## src/design/ppa_pkg.sv

```systemverilog
package ppa_pkg;

  // sizing
  localparam int NUM_KEYS   = 12;
  localparam int ECHO_DEPTH = 51;
  localparam int KEY_LIMIT  = (NUM_KEYS < 12) ? NUM_KEYS : 12;
  localparam int KEY_W      = 4;
  localparam int ACC_W      = 32;
  localparam int SUM_W      = $clog2(NUM_KEYS + 1) + 8;
  localparam int SAMP_W     = 16;
  localparam int TOT_W      = 21;
  localparam int MAG_W      = TOT_W - 1;
  localparam int QUOT_W     = 17;
  localparam int CYC_W      = $clog2(NUM_KEYS + 8);

  // sequencer events, counted from the first issue cycle
  localparam int EV_SHAPE   = NUM_KEYS + 4;
  localparam int EV_ECHO    = NUM_KEYS + 5;
  localparam int EV_DIVIDE  = NUM_KEYS + 6;
  localparam int EV_LAST    = NUM_KEYS + 7;

  // keys that can be held
  localparam logic [11:0] KEY_LIMIT_MASK = 12'((13'd1 << KEY_LIMIT) - 13'd1);

  // arithmetic constants
  localparam logic [31:0] STEP_SCALE  = 32'd195225;
  localparam logic [32:0] DIV10_RECIP = 33'h0_CCCC_CCCD;
  localparam logic [19:0] TOT_RECIP   = 20'hCCCCD;

  // echo taps, read before the shift (they become entries 45, 35 and 20)
  localparam int TAP_A = 44;
  localparam int TAP_B = 34;
  localparam int TAP_C = 19;

  // register map
  localparam int ADDR_W   = 5;
  localparam int REG_IDX_W = 3;
  localparam logic [REG_IDX_W-1:0] REG_VOLUME       = 3'd0;
  localparam logic [REG_IDX_W-1:0] REG_OCTAVE       = 3'd1;
  localparam logic [REG_IDX_W-1:0] REG_WAVEFORM     = 3'd2;
  localparam logic [REG_IDX_W-1:0] REG_FILT_SEL     = 3'd3;
  localparam logic [REG_IDX_W-1:0] REG_FILTER_INDEX = 3'd4;
  localparam logic [REG_IDX_W-1:0] REG_REVERB_ON    = 3'd5;

  // field codes
  localparam logic [1:0] WAVE_TRI  = 2'd1;
  localparam logic [1:0] WAVE_SQR  = 2'd2;
  localparam logic [1:0] FILT_LOW  = 2'd1;
  localparam logic [1:0] FILT_HIGH = 2'd2;

  typedef struct packed {
    logic [4:0] volume;
    logic [3:0] octave;
    logic [1:0] waveform;
    logic [1:0] filt_sel;
    logic [3:0] filter_index;
    logic       reverb_on;
  } cfg_t;

  // base note step of each key
  function automatic logic [8:0] base_step(input logic [KEY_W-1:0] key);
    logic [8:0] r;
    case (key)
      4'd0:    r = 9'd262;
      4'd1:    r = 9'd277;
      4'd2:    r = 9'd294;
      4'd3:    r = 9'd311;
      4'd4:    r = 9'd330;
      4'd5:    r = 9'd349;
      4'd6:    r = 9'd370;
      4'd7:    r = 9'd392;
      4'd8:    r = 9'd415;
      4'd9:    r = 9'd440;
      4'd10:   r = 9'd466;
      4'd11:   r = 9'd494;
      default: r = 9'd0;
    endcase
    return r;
  endfunction

  // filter weight, a ramp clamped to 1..10; row already limited to 0..9
  function automatic logic [3:0] filter_weight(input logic       high_pass,
                                               input logic [3:0] row,
                                               input logic [KEY_W-1:0] key);
    logic signed [6:0] w;
    if (high_pass) begin
      w = 7'sd7 + $signed({3'b000, key}) - $signed({3'b000, row});
    end else begin
      w = 7'sd18 - $signed({3'b000, key}) - $signed({3'b000, row});
    end
    if (w < 7'sd1) begin
      w = 7'sd1;
    end else if (w > 7'sd10) begin
      w = 7'sd10;
    end
    return w[3:0];
  endfunction

endpackage

```

## src/design/ppa_regs.sv

```systemverilog
module ppa_regs (
  input  logic                        clk_i,
  input  logic                        rst_ni,
  input  logic                        psel,
  input  logic                        penable,
  input  logic                        pwrite,
  input  logic [ppa_pkg::ADDR_W-1:0]  paddr,
  input  logic [31:0]                 pwdata,
  output logic [31:0]                 prdata,
  output logic                        pready,
  output ppa_pkg::cfg_t               cfg_o
);
  import ppa_pkg::*;

  cfg_t                 cfg_q;
  logic [REG_IDX_W-1:0] idx;
  logic                 wr_en;

  assign idx    = paddr[ADDR_W-1:2];
  assign wr_en  = psel && penable && pwrite;
  assign pready = 1'b1;
  assign cfg_o  = cfg_q;

  // register writes
  always_ff @(posedge clk_i or negedge rst_ni) begin
    if (!rst_ni) begin
      cfg_q.volume       <= 5'd12;
      cfg_q.octave       <= 4'd4;
      cfg_q.waveform     <= 2'd0;
      cfg_q.filt_sel     <= 2'd0;
      cfg_q.filter_index <= 4'd0;
      cfg_q.reverb_on    <= 1'b0;
    end else if (wr_en) begin
      unique case (idx)
        REG_VOLUME:       cfg_q.volume       <= pwdata[4:0];
        REG_OCTAVE:       cfg_q.octave       <= pwdata[3:0];
        REG_WAVEFORM:     cfg_q.waveform     <= pwdata[1:0];
        REG_FILT_SEL:     cfg_q.filt_sel     <= pwdata[1:0];
        REG_FILTER_INDEX: cfg_q.filter_index <= pwdata[3:0];
        REG_REVERB_ON:    cfg_q.reverb_on    <= pwdata[0];
        default: ;
      endcase
    end
  end

  // read back
  always_comb begin
    unique case (idx)
      REG_VOLUME:       prdata = {27'd0, cfg_q.volume};
      REG_OCTAVE:       prdata = {28'd0, cfg_q.octave};
      REG_WAVEFORM:     prdata = {30'd0, cfg_q.waveform};
      REG_FILT_SEL:     prdata = {30'd0, cfg_q.filt_sel};
      REG_FILTER_INDEX: prdata = {28'd0, cfg_q.filter_index};
      REG_REVERB_ON:    prdata = {31'd0, cfg_q.reverb_on};
      default:          prdata = 32'd0;
    endcase
  end

endmodule

```

## src/design/ppa_step.sv

```systemverilog
module ppa_step (
  input  logic                       clk_i,
  input  logic                       rst_ni,
  input  ppa_pkg::cfg_t              cfg_i,
  input  logic                       live_i,
  input  logic                       act_i,
  input  logic [ppa_pkg::KEY_W-1:0]  key_i,
  output logic                       live_o,
  output logic                       act_o,
  output logic [ppa_pkg::ACC_W-1:0]  step_o
);
  import ppa_pkg::*;

  logic             p1_live_q, p1_act_q;
  logic [KEY_W-1:0] p1_key_q;
  logic [ACC_W-1:0] p1_step_q;
  logic             p2_live_q, p2_act_q, p2_filt_q;
  logic [ACC_W-1:0] p2_step_q;
  logic [28:0]      p2_quot_q;
  logic [3:0]       p2_wt_q;
  logic             p3_live_q, p3_act_q;
  logic [ACC_W-1:0] p3_step_q;

  logic [ACC_W-1:0] oct_step;
  logic [65:0]      recip_prod;
  logic [3:0]       row;
  logic             filt_on;

  // octave shift of the base step
  always_comb begin
    oct_step = {23'd0, base_step(key_i)};
    if (cfg_i.octave < 4'd4) begin
      oct_step = oct_step >> (4'd4 - cfg_i.octave);
    end else begin
      oct_step = oct_step << (cfg_i.octave - 4'd4);
    end
  end

  assign filt_on    = (cfg_i.filt_sel == FILT_LOW) || (cfg_i.filt_sel == FILT_HIGH);
  assign row        = (cfg_i.filter_index > 4'd9) ? 4'd9 : cfg_i.filter_index;
  assign recip_prod = {34'd0, p1_step_q} * {33'd0, DIV10_RECIP};

  // stage control flags
  always_ff @(posedge clk_i or negedge rst_ni) begin
    if (!rst_ni) begin
      p1_live_q <= 1'b0;
      p2_live_q <= 1'b0;
      p3_live_q <= 1'b0;
    end else begin
      p1_live_q <= live_i;
      p2_live_q <= p1_live_q;
      p3_live_q <= p2_live_q;
    end
  end

  // scale, then divide by ten and weight when a filter is selected
  always_ff @(posedge clk_i) begin
    p1_act_q  <= act_i;
    p1_key_q  <= key_i;
    p1_step_q <= ACC_W'(oct_step * STEP_SCALE);

    p2_act_q  <= p1_act_q;
    p2_filt_q <= filt_on;
    p2_step_q <= p1_step_q;
    p2_quot_q <= recip_prod[63:35];
    p2_wt_q   <= filter_weight(cfg_i.filt_sel == FILT_HIGH, row, p1_key_q);

    p3_act_q  <= p2_act_q;
    p3_step_q <= p2_filt_q ? ACC_W'({3'd0, p2_quot_q} * {28'd0, p2_wt_q}) : p2_step_q;
  end

  assign live_o = p3_live_q;
  assign act_o  = p3_act_q;
  assign step_o = p3_step_q;

endmodule

```

## src/design/ppa_cell.sv

```systemverilog
module ppa_cell (
  input  logic                      clk_i,
  input  logic                      rst_ni,
  input  logic                      en_i,
  input  logic                      add_i,
  input  logic [ppa_pkg::ACC_W-1:0] step_i,
  input  logic [ppa_pkg::ACC_W-1:0] nb_acc_i,
  output logic [ppa_pkg::ACC_W-1:0] acc_o
);
  import ppa_pkg::*;

  logic [ACC_W-1:0] acc_q, acc_d;

  // take the neighbor's phase, advanced by the step when add_i is set
  assign acc_d = add_i ? nb_acc_i + step_i : nb_acc_i;

  always_ff @(posedge clk_i or negedge rst_ni) begin
    if (!rst_ni) begin
      acc_q <= '0;
    end else if (en_i) begin
      acc_q <= acc_d;
    end
  end

  assign acc_o = acc_q;

endmodule

```

## src/design/ppa_echo.sv

```systemverilog
module ppa_echo (
  input  logic                              clk_i,
  input  logic                              rst_ni,
  input  logic                              en_i,
  input  logic signed [ppa_pkg::SAMP_W-1:0] samp_i,
  output logic signed [ppa_pkg::TOT_W-1:0]  tot_o
);
  import ppa_pkg::*;

  logic signed [SAMP_W-1:0] line_q [ECHO_DEPTH];
  logic signed [TOT_W-1:0]  tot_q, tot_d;

  // weighted sum of the sample and the three taps before the shift
  assign tot_d = TOT_W'(samp_i) * 21'sd10
               + TOT_W'(line_q[TAP_A]) * 21'sd7
               + TOT_W'(line_q[TAP_B]) * 21'sd5
               + TOT_W'(line_q[TAP_C]) * 21'sd2;

  // delay line, entries zero and one both take the new sample
  always_ff @(posedge clk_i or negedge rst_ni) begin
    if (!rst_ni) begin
      for (int i = 0; i < ECHO_DEPTH; i++) begin
        line_q[i] <= '0;
      end
    end else if (en_i) begin
      line_q[0] <= samp_i;
      line_q[1] <= samp_i;
      for (int i = 2; i < ECHO_DEPTH; i++) begin
        line_q[i] <= line_q[i-1];
      end
    end
  end

  always_ff @(posedge clk_i) begin
    if (en_i) begin
      tot_q <= tot_d;
    end
  end

  assign tot_o = tot_q;

endmodule

```

## src/design/polyphonic_phase_accumulator_synth.sv

```systemverilog
// one sample at a time: the block is busy from an input transfer until its output register is loaded, and
//   the next input transfer is taken the cycle after the output register is loaded
// a waiting output holds the sequencer in its last step until it is taken
// reset: phases and echo line clear to zero, registers to their defaults
module polyphonic_phase_accumulator_synth (
  input  logic                        clk_i,
  input  logic                        rst_ni,
  input  logic                        in_valid_i,
  output logic                        in_stall_o,
  input  logic [11:0]                 key_mask_i,
  output logic                        out_valid_o,
  input  logic                        out_stall_i,
  output logic [7:0]                  dac_value_o,
  input  logic                        psel,
  input  logic                        penable,
  input  logic                        pwrite,
  input  logic [ppa_pkg::ADDR_W-1:0]  paddr,
  input  logic [31:0]                 pwdata,
  output logic [31:0]                 prdata,
  output logic                        pready
);
  import ppa_pkg::*;

  cfg_t             cfg;
  logic             busy_q;
  logic [CYC_W-1:0] cyc_q;
  logic [11:0]      rem_q;
  logic             in_xfer, out_free, fire, hold;
  logic             issue_live, issue_act;
  logic [KEY_W-1:0] issue_key;
  logic             st_live, st_act;
  logic [ACC_W-1:0] st_step;
  logic [ACC_W-1:0] acc [NUM_KEYS];
  logic             act_d_q;
  logic signed [SUM_W-1:0]  sum_q;
  logic signed [SAMP_W-1:0] v_q, v_d, s16;
  logic signed [SUM_W-1:0]  s;
  logic [4:0]               vol_c;
  logic [3:0]               sh;
  logic                     echo_en;
  logic signed [TOT_W-1:0]  tot;
  logic [MAG_W-1:0]         mag;
  logic [2*MAG_W-1:0]       quot_prod;
  logic [QUOT_W-1:0]        quot_q;
  logic                     neg_q;
  logic signed [21:0]       w;
  logic [7:0]               dac_q;
  logic                     out_valid_q;

  ppa_regs u_regs (
    .clk_i   (clk_i),
    .rst_ni  (rst_ni),
    .psel    (psel),
    .penable (penable),
    .pwrite  (pwrite),
    .paddr   (paddr),
    .pwdata  (pwdata),
    .prdata  (prdata),
    .pready  (pready),
    .cfg_o   (cfg)
  );

  // handshake
  assign in_xfer    = in_valid_i && !busy_q;
  assign in_stall_o = busy_q;
  assign out_free   = !out_valid_q || !out_stall_i;
  assign fire       = busy_q && (cyc_q == CYC_W'(EV_LAST)) && out_free;
  assign hold       = (cyc_q == CYC_W'(EV_LAST)) && !out_free;

  // sequencer
  always_ff @(posedge clk_i or negedge rst_ni) begin
    if (!rst_ni) begin
      busy_q <= 1'b0;
      cyc_q  <= '0;
    end else if (in_xfer) begin
      busy_q <= 1'b1;
      cyc_q  <= '0;
    end else if (fire) begin
      busy_q <= 1'b0;
    end else if (busy_q && !hold) begin
      cyc_q <= cyc_q + CYC_W'(1);
    end
  end

  // key scan: lowest held key goes to the next slot
  assign issue_live = busy_q && (cyc_q < CYC_W'(NUM_KEYS));
  assign issue_act  = (rem_q != 12'd0);
  always_comb begin
    issue_key = '0;
    for (int k = 11; k >= 0; k--) begin
      if (rem_q[k]) begin
        issue_key = KEY_W'(k);
      end
    end
  end

  always_ff @(posedge clk_i) begin
    if (in_xfer) begin
      rem_q <= key_mask_i & KEY_LIMIT_MASK;
    end else if (issue_live) begin
      rem_q <= rem_q & (rem_q - 12'd1);
    end
  end

  ppa_step u_step (
    .clk_i  (clk_i),
    .rst_ni (rst_ni),
    .cfg_i  (cfg),
    .live_i (issue_live),
    .act_i  (issue_act),
    .key_i  (issue_key),
    .live_o (st_live),
    .act_o  (st_act),
    .step_o (st_step)
  );

  // ring of phase cells, the head wraps to the tail and is advanced there when a key is active
  for (genvar i = 0; i < NUM_KEYS; i++) begin : g_cell
    if (i == NUM_KEYS - 1) begin : g_tail
      ppa_cell u_cell (
        .clk_i    (clk_i),
        .rst_ni   (rst_ni),
        .en_i     (st_live),
        .add_i    (st_act),
        .step_i   (st_step),
        .nb_acc_i (acc[0]),
        .acc_o    (acc[i])
      );
    end else begin : g_body
      ppa_cell u_cell (
        .clk_i    (clk_i),
        .rst_ni   (rst_ni),
        .en_i     (st_live),
        .add_i    (1'b0),
        .step_i   ('0),
        .nb_acc_i (acc[i+1]),
        .acc_o    (acc[i])
      );
    end
  end

  // sum of signed top bytes of the advanced slots
  always_ff @(posedge clk_i or negedge rst_ni) begin
    if (!rst_ni) begin
      act_d_q <= 1'b0;
    end else begin
      act_d_q <= st_live && st_act;
    end
  end

  always_ff @(posedge clk_i) begin
    if (in_xfer) begin
      sum_q <= '0;
    end else if (act_d_q) begin
      sum_q <= sum_q + SUM_W'($signed(acc[NUM_KEYS-1][ACC_W-1:ACC_W-8]));
    end
  end

  // volume shift and waveform shaping
  assign vol_c = (cfg.volume > 5'd16) ? 5'd16 : cfg.volume;
  assign sh    = 4'd8 - vol_c[4:1];
  assign s     = sum_q >>> sh;
  assign s16   = SAMP_W'(s);

  always_comb begin
    case (cfg.waveform)
      WAVE_TRI: v_d = (sum_q < 0) ? 16'sd128 + (s16 <<< 2) : 16'sd127 - (s16 <<< 2);
      WAVE_SQR: v_d = (s > 0) ? (16'sd127 >>> sh) : (-16'sd128 >>> sh);
      default:  v_d = s16;
    endcase
  end

  always_ff @(posedge clk_i) begin
    if (cyc_q == CYC_W'(EV_SHAPE)) begin
      v_q <= v_d;
    end
  end

  // echo line
  assign echo_en = busy_q && (cyc_q == CYC_W'(EV_ECHO)) && cfg.reverb_on;

  ppa_echo u_echo (
    .clk_i  (clk_i),
    .rst_ni (rst_ni),
    .en_i   (echo_en),
    .samp_i (v_q),
    .tot_o  (tot)
  );

  // divide the echo sum by ten, truncated toward zero
  assign mag       = (tot < 0) ? MAG_W'(-tot) : MAG_W'(tot);
  assign quot_prod = {{MAG_W{1'b0}}, mag} * {{MAG_W{1'b0}}, TOT_RECIP};

  always_ff @(posedge clk_i) begin
    if (cyc_q == CYC_W'(EV_DIVIDE)) begin
      quot_q <= quot_prod[23 +: QUOT_W];
      neg_q  <= tot < 0;
    end
  end

  // offset and saturate
  always_comb begin
    if (cfg.reverb_on) begin
      w = neg_q ? -$signed({5'd0, quot_q}) : $signed({5'd0, quot_q});
    end else begin
      w = 22'(v_q);
    end
    if (cfg.waveform != WAVE_TRI) begin
      w = w + 22'sd128;
    end
  end

  // output register
  always_ff @(posedge clk_i or negedge rst_ni) begin
    if (!rst_ni) begin
      out_valid_q <= 1'b0;
    end else if (fire) begin
      out_valid_q <= 1'b1;
    end else if (!out_stall_i) begin
      out_valid_q <= 1'b0;
    end
  end

  always_ff @(posedge clk_i) begin
    if (fire) begin
      if (w < 0) begin
        dac_q <= 8'd0;
      end else if (w > 22'sd255) begin
        dac_q <= 8'd255;
      end else begin
        dac_q <= w[7:0];
      end
    end
  end

  assign out_valid_o = out_valid_q;
  assign dac_value_o = dac_q;

endmodule

```

## config.mk

```make
export PLATFORM = sky130hd
export DESIGN_NAME = polyphonic_phase_accumulator_synth
export DESIGN_NICKNAME = d
export VERILOG_FILES = /design/src/design/ppa_pkg.sv /design/src/design/ppa_regs.sv /design/src/design/ppa_step.sv /design/src/design/ppa_cell.sv /design/src/design/ppa_echo.sv /design/src/design/polyphonic_phase_accumulator_synth.sv
export SDC_FILE = /design/constraint.sdc
export NUM_CORES = 2
export LEC_CHECK = 0
export BUFFER_PORTS_ARGS = -buffer_cell sky130_fd_sc_hd__clkbuf_2
export CORE_UTILIZATION = 30
export CTS_CLUSTER_DIAMETER = 100
export CTS_CLUSTER_SIZE = 20
export DETAILED_ROUTE_END_ITERATION = 16
export PLACE_DENSITY = 0.43
export RECOVER_POWER = 25
export SLEW_MARGIN = 20
export SYNTH_ARGS = -nofsm -noshare
export SYNTH_HDL_FRONTEND = slang
export SYNTH_SLANG_ARGS = --single-unit
```

## constraint.sdc

```tcl
create_clock -name clk_i -period 10.35 [get_ports clk_i]
set_input_delay 1.035 -clock clk_i [delete_from_list [all_inputs] [get_ports clk_i]]
set_output_delay 1.035 -clock clk_i [all_outputs]
set_load 0.02 [all_outputs]
```

==> flow_summary.html <==
<table>
<tr><th>Metric</th><th>Value</th></tr>
<tr><th colspan="2">Status</th></tr>
<tr><td>Run status</td><td>finished with violations</td></tr>
<tr><td>Violations in the final reports</td><td>max-capacitance violations, max-slew violations</td></tr>
<tr><th colspan="2">Worst setup path</th></tr>
<tr><td>Cell repeated most along the worst path</td><td>sky130_fd_sc_hd__inv_1</td></tr>
<tr><td>Endpoint class of the critical path</td><td>flop</td></tr>
<tr><td>Startpoint type of the worst setup path</td><td>flop</td></tr>
<tr><td>Largest incremental delay on the critical path</td><td>0.78 ns</td></tr>
<tr><td>Start-to-end type of the worst setup path</td><td>flop to flop</td></tr>
<tr><td>Largest fanout of any net on the critical path</td><td>7</td></tr>
<tr><td>Req. time, crit path</td><td>10.98 ns</td></tr>
<tr><td>Cell with the biggest individual delay on the critical path</td><td>sky130_fd_sc_hd__o22ai_1</td></tr>
<tr><td>Worst Path Arrival</td><td>9.91 ns</td></tr>
<tr><th colspan="2">Floorplanning</th></tr>
<tr><td>Core area</td><td>0.298 mm2</td></tr>
<tr><td>IO Pins</td><td>99</td></tr>
<tr><td>Row cnt</td><td>200</td></tr>
<tr><td>Vertical die dimension</td><td>550 um</td></tr>
<tr><td>Horiz. Die Dim</td><td>550 um</td></tr>
<tr><td>Initial Util</td><td>30.2%</td></tr>
<tr><td>Die outline area</td><td>0.302 mm2</td></tr>
<tr><th colspan="2">Timing</th></tr>
<tr><td>Min Tclk post-route</td><td>9.28 ns</td></tr>
<tr><td>Final-layout setup total negative slack</td><td>0 ns</td></tr>
<tr><td>Transition at the pin with the smallest max-transition slack</td><td>6.82 ns</td></tr>
<tr><td>Clock tree skew after final layout</td><td>0.0504 ns</td></tr>
<tr><td>Unrepaired setup endpoints after global routing</td><td>no</td></tr>
<tr><td>Number of hold violations in the final report</td><td>0</td></tr>
<tr><td>Worst slew margin relative to its limit</td><td>-355%</td></tr>
<tr><td>Final worst-path cycle share</td><td>89.7%</td></tr>
<tr><td>Final setup viols</td><td>0</td></tr>
<tr><td>Final Max Slew Viols</td><td>620</td></tr>
<tr><td>Highest Clock Rate</td><td>108 MHz</td></tr>
<tr><th colspan="2">Yosys</th></tr>
<tr><td>Leading post-synthesis cells by cell area</td><td>sky130_fd_sc_hd__dfrtp_1 30%, sky130_fd_sc_hd__fa_1 18%, sky130_fd_sc_hd__mux2_2 13%</td></tr>
<tr><td>Distinct cell type count of the synthesized netlist</td><td>95</td></tr>
<tr><td>Dominant cell type by area after synthesis</td><td>sky130_fd_sc_hd__dfrtp_1</td></tr>
<tr><td>Synth warn</td><td>0</td></tr>
<tr><td>Post-synth top area share</td><td>29.8%</td></tr>
<tr><td>Dominant register cell in the synthesized netlist</td><td>sky130_fd_sc_hd__dfrtp_1</td></tr>
<tr><td>Most frequent cells after synthesis</td><td>1449 x sky130_fd_sc_hd__inv_1, 1070 x sky130_fd_sc_hd__dfrtp_1, 1045 x sky130_fd_sc_hd__mux2_2</td></tr>
<tr><td>EDFF count, synth</td><td>74</td></tr>
<tr><td>Async S/R FF share, synth</td><td>82.8%</td></tr>
<tr><td>Mapped Cells</td><td>7705</td></tr>
<tr><td>Synth Cell Area</td><td>0.0900 mm2</td></tr>
<tr><td>Most numerous cell in the Yosys netlist</td><td>sky130_fd_sc_hd__inv_1</td></tr>
<tr><td>Post-Syn Area per Cell</td><td>11.7 um2</td></tr>
<tr><td>Sequential fraction of the synthesis area</td><td>35.6%</td></tr>
<tr><td>Register bit count reported by yosys</td><td>1296</td></tr>
<tr><th colspan="2">Cells and area</th></tr>
<tr><td>FF/Latch Area</td><td>0.0321 mm2</td></tr>
<tr><td>Area growth from synthesis to layout</td><td>8.23%</td></tr>
<tr><td>Layout cells sized above 1</td><td>16.7%</td></tr>
<tr><td>Number of nets in the layout</td><td>9475</td></tr>
<tr><td>Core occupancy in the finished layout</td><td>32.7%</td></tr>
<tr><td>Number of inserted filler cells in the final layout</td><td>30000</td></tr>
<tr><td>Area occupied by multi-input gates</td><td>0.0517 mm2</td></tr>
<tr><th colspan="2">Clock tree</th></tr>
<tr><td>Cells resized by post-CTS repair</td><td>0</td></tr>
<tr><td>Clock-pin slew reported for the worst setup and hold paths after clock tree synthesis</td><td>0.10 ns</td></tr>
<tr><td>Clock latency of the later-clocked register in the worst-skew pair</td><td>0.77 ns</td></tr>
<tr><td>TritonCTS sink count</td><td>1296</td></tr>
<tr><td>CTS Hold Buffers Added</td><td>0</td></tr>
<tr><td>Post-CTS Setup Repair Bufs</td><td>0</td></tr>
<tr><td>Clk buf depth</td><td>3</td></tr>
<tr><td>Clock tree from TritonCTS</td><td>built</td></tr>
<tr><td>Master cell of the clock root buffer</td><td>sky130_fd_sc_hd__clkbuf_16</td></tr>
<tr><td>CTS HTree Levels</td><td>3</td></tr>
<tr><td>Total clock buffers created by CTS</td><td>82</td></tr>
<tr><th colspan="2">Placement</th></tr>
<tr><td>Port Buffers</td><td>41</td></tr>
<tr><td>HPWL reported at the end of detailed placement</td><td>161000 um</td></tr>
<tr><td>Routability congestion estimate</td><td>0.862</td></tr>
<tr><th colspan="2">Min path</th></tr>
<tr><td>Type of the tightest min-delay check</td><td>flop to flop</td></tr>
<tr><th colspan="2">Global route</th></tr>
<tr><td>Largest net degree at the start of global routing</td><td>201</td></tr>
<tr><td>Number of global-route vias before repair</td><td>57000</td></tr>
<tr><td>Number of antenna violations at the first check in global routing</td><td>7</td></tr>
<tr><td>GR Overflow Total</td><td>0</td></tr>
<tr><td>Wire length of the first global-routing pass</td><td>326000 um</td></tr>
<tr><td>Total routing usage reported by global routing</td><td>13.7%</td></tr>
<tr><th colspan="2">Routing</th></tr>
<tr><td>Overall routed net length</td><td>202000 um</td></tr>
<tr><td>Via count</td><td>53100</td></tr>
<tr><td>Vias per cell</td><td>4.54</td></tr>
<tr><td>Mean routed wirelength per cell</td><td>17.3 um</td></tr>
<tr><td>Count of unresolved DRC violations after routing</td><td>0</td></tr>
<tr><td>Violation count after the first detailed-routing iteration</td><td>2611</td></tr>
<tr><td>First-pass iteration count of the detailed router</td><td>6</td></tr>
<tr><td>Antenna viol nets, final</td><td>0</td></tr>
<tr><th colspan="2">Job</th></tr>
<tr><td>Count of maximum capacitance violations</td><td>10</td></tr>
</table>
-- kinds of logic after synthesis --
family / after synthesis / share of synthesized area, %
muxes: 1125 / 14.0
buffers and inverters: 1666 / 7.09
xor gates and xnor gates: 270 / 2.64
and+or+nand+nor: 874 / 4.59
AOI/OAI and AO/OA: 756 / 5.31
DFF: 1296 / 35.6
adders and majority gates: 1716 / 30.7
other: 2 / 0.00834
-- through the flow --
step                      std cells  setup WS (ns)  instance area (um2)  hold WS (ns)
after floorplan                7731           2.28                90100         0.310
after global placement        11600           1.11                94900         0.314
after detailed placement      11600           1.10                94900         0.316
after CTS                     11700           1.05                97500         0.189
after global routing          11700          0.320                97400         0.339
final                         11700           1.07                97400         0.330
-- layout by cell type, fill, tap and decap left out, drive strengths merged, types with 24 or more instances in the layout --
master / instances
xor2: 82
dfxtp: 149
nor2b: 38
mux2: 1046
a21oi: 237
a211oi: 28
nor2: 224
o21ai: 181
inv: 1463
o21a: 27
xnor2: 188
nand2: 293
a31oi: 24
dfrtp: 1070
mux2i: 74
and2: 52
edfxtp: 74
conb: 28
fa: 821
a21o: 73
nor3: 55
nand2b: 49
ha: 892
buf: 50
nand3: 63
clkbuf: 165
-- worst max-delay path: cells and delay by family, from the launching register on --
| family | cells | cell delay [ns] |
|---|---|---|
| compound gates | 11 | 3.81 |
| fa+ha+maj | 8 | 3.32 |
| mux | 3 | 0.71 |
| flops | 1 | 0.49 |
| buf+inv | 6 | 0.42 |
| simple gates | 3 | 0.25 |
| xor+xnor | 1 | 0.12 |
-- routing by layer --
layer	up-vias	part of all wire, %	GRT usage, %
met5	-	0	0
li1	25100	-	-
met1	27200	46	18.3
met3	168	2.5	1.32
met2	514	50	24.1
met4	0	1.7	2.83
-- path summary, 6_finish.rpt --
check	slack, ns	start	to	cells after the start
max in group asynchronous	3.71	rst_ni	u_echo.line_q[419]$_DFFE_PN0P_	3
setup / recovery	1.07	rem_q[4]$_DFFE_PP_	u_step.p1_step_q[30]$_DFF_P_	32
hold / removal	0.33	u_step.p2_act_q$_DFF_P_	u_step.act_o$_DFF_P_	0
hold reg to reg	0.33	u_step.p2_act_q$_DFF_P_	u_step.act_o$_DFF_P_	0
min in group asynchronous	1.68	rst_ni	u_echo.line_q[346]$_DFFE_PN0P_	1
setup reg to reg	1.07	rem_q[4]$_DFFE_PP_	u_step.p1_step_q[30]$_DFF_P_	32
-- sequential cells by signal, indices dropped and copies added (netlist names), 12 cells and up --
register	flops
u_step.step_o	32
v_q	15
rem_q	12
u_step.p2_step_q	32
u_regs.cfg_o	18
g_cell.g_body.u_cell.acc_o	352
sum_q	12
u_echo.tot_o	21
u_step.p2_quot_q	29
u_step.p1_step_q	32
g_cell.g_tail.u_cell.acc_o	32
u_echo.line_q	660
quot_q	17
-- layout make-up --
| class | count | share of cell area (%) |
|---|---|---|
| Timing Repair Buffer | 106 | 0.740 |
| Sequential cell | 1296 | 32.9 |
| Multi-Input combinational cell | 4769 | 53.1 |
| Clock inverter | 25 | 0.420 |
| Antenna cell | 1 | 0.00257 |
| Tap cell | 3939 | 5.06 |
| Inverter | 1451 | 5.59 |
| Clock buffer | 109 | 2.21 |
Power is not shown: default switching activity piles up to over one toggle a cycle in this logic, so the estimate is an artifact.
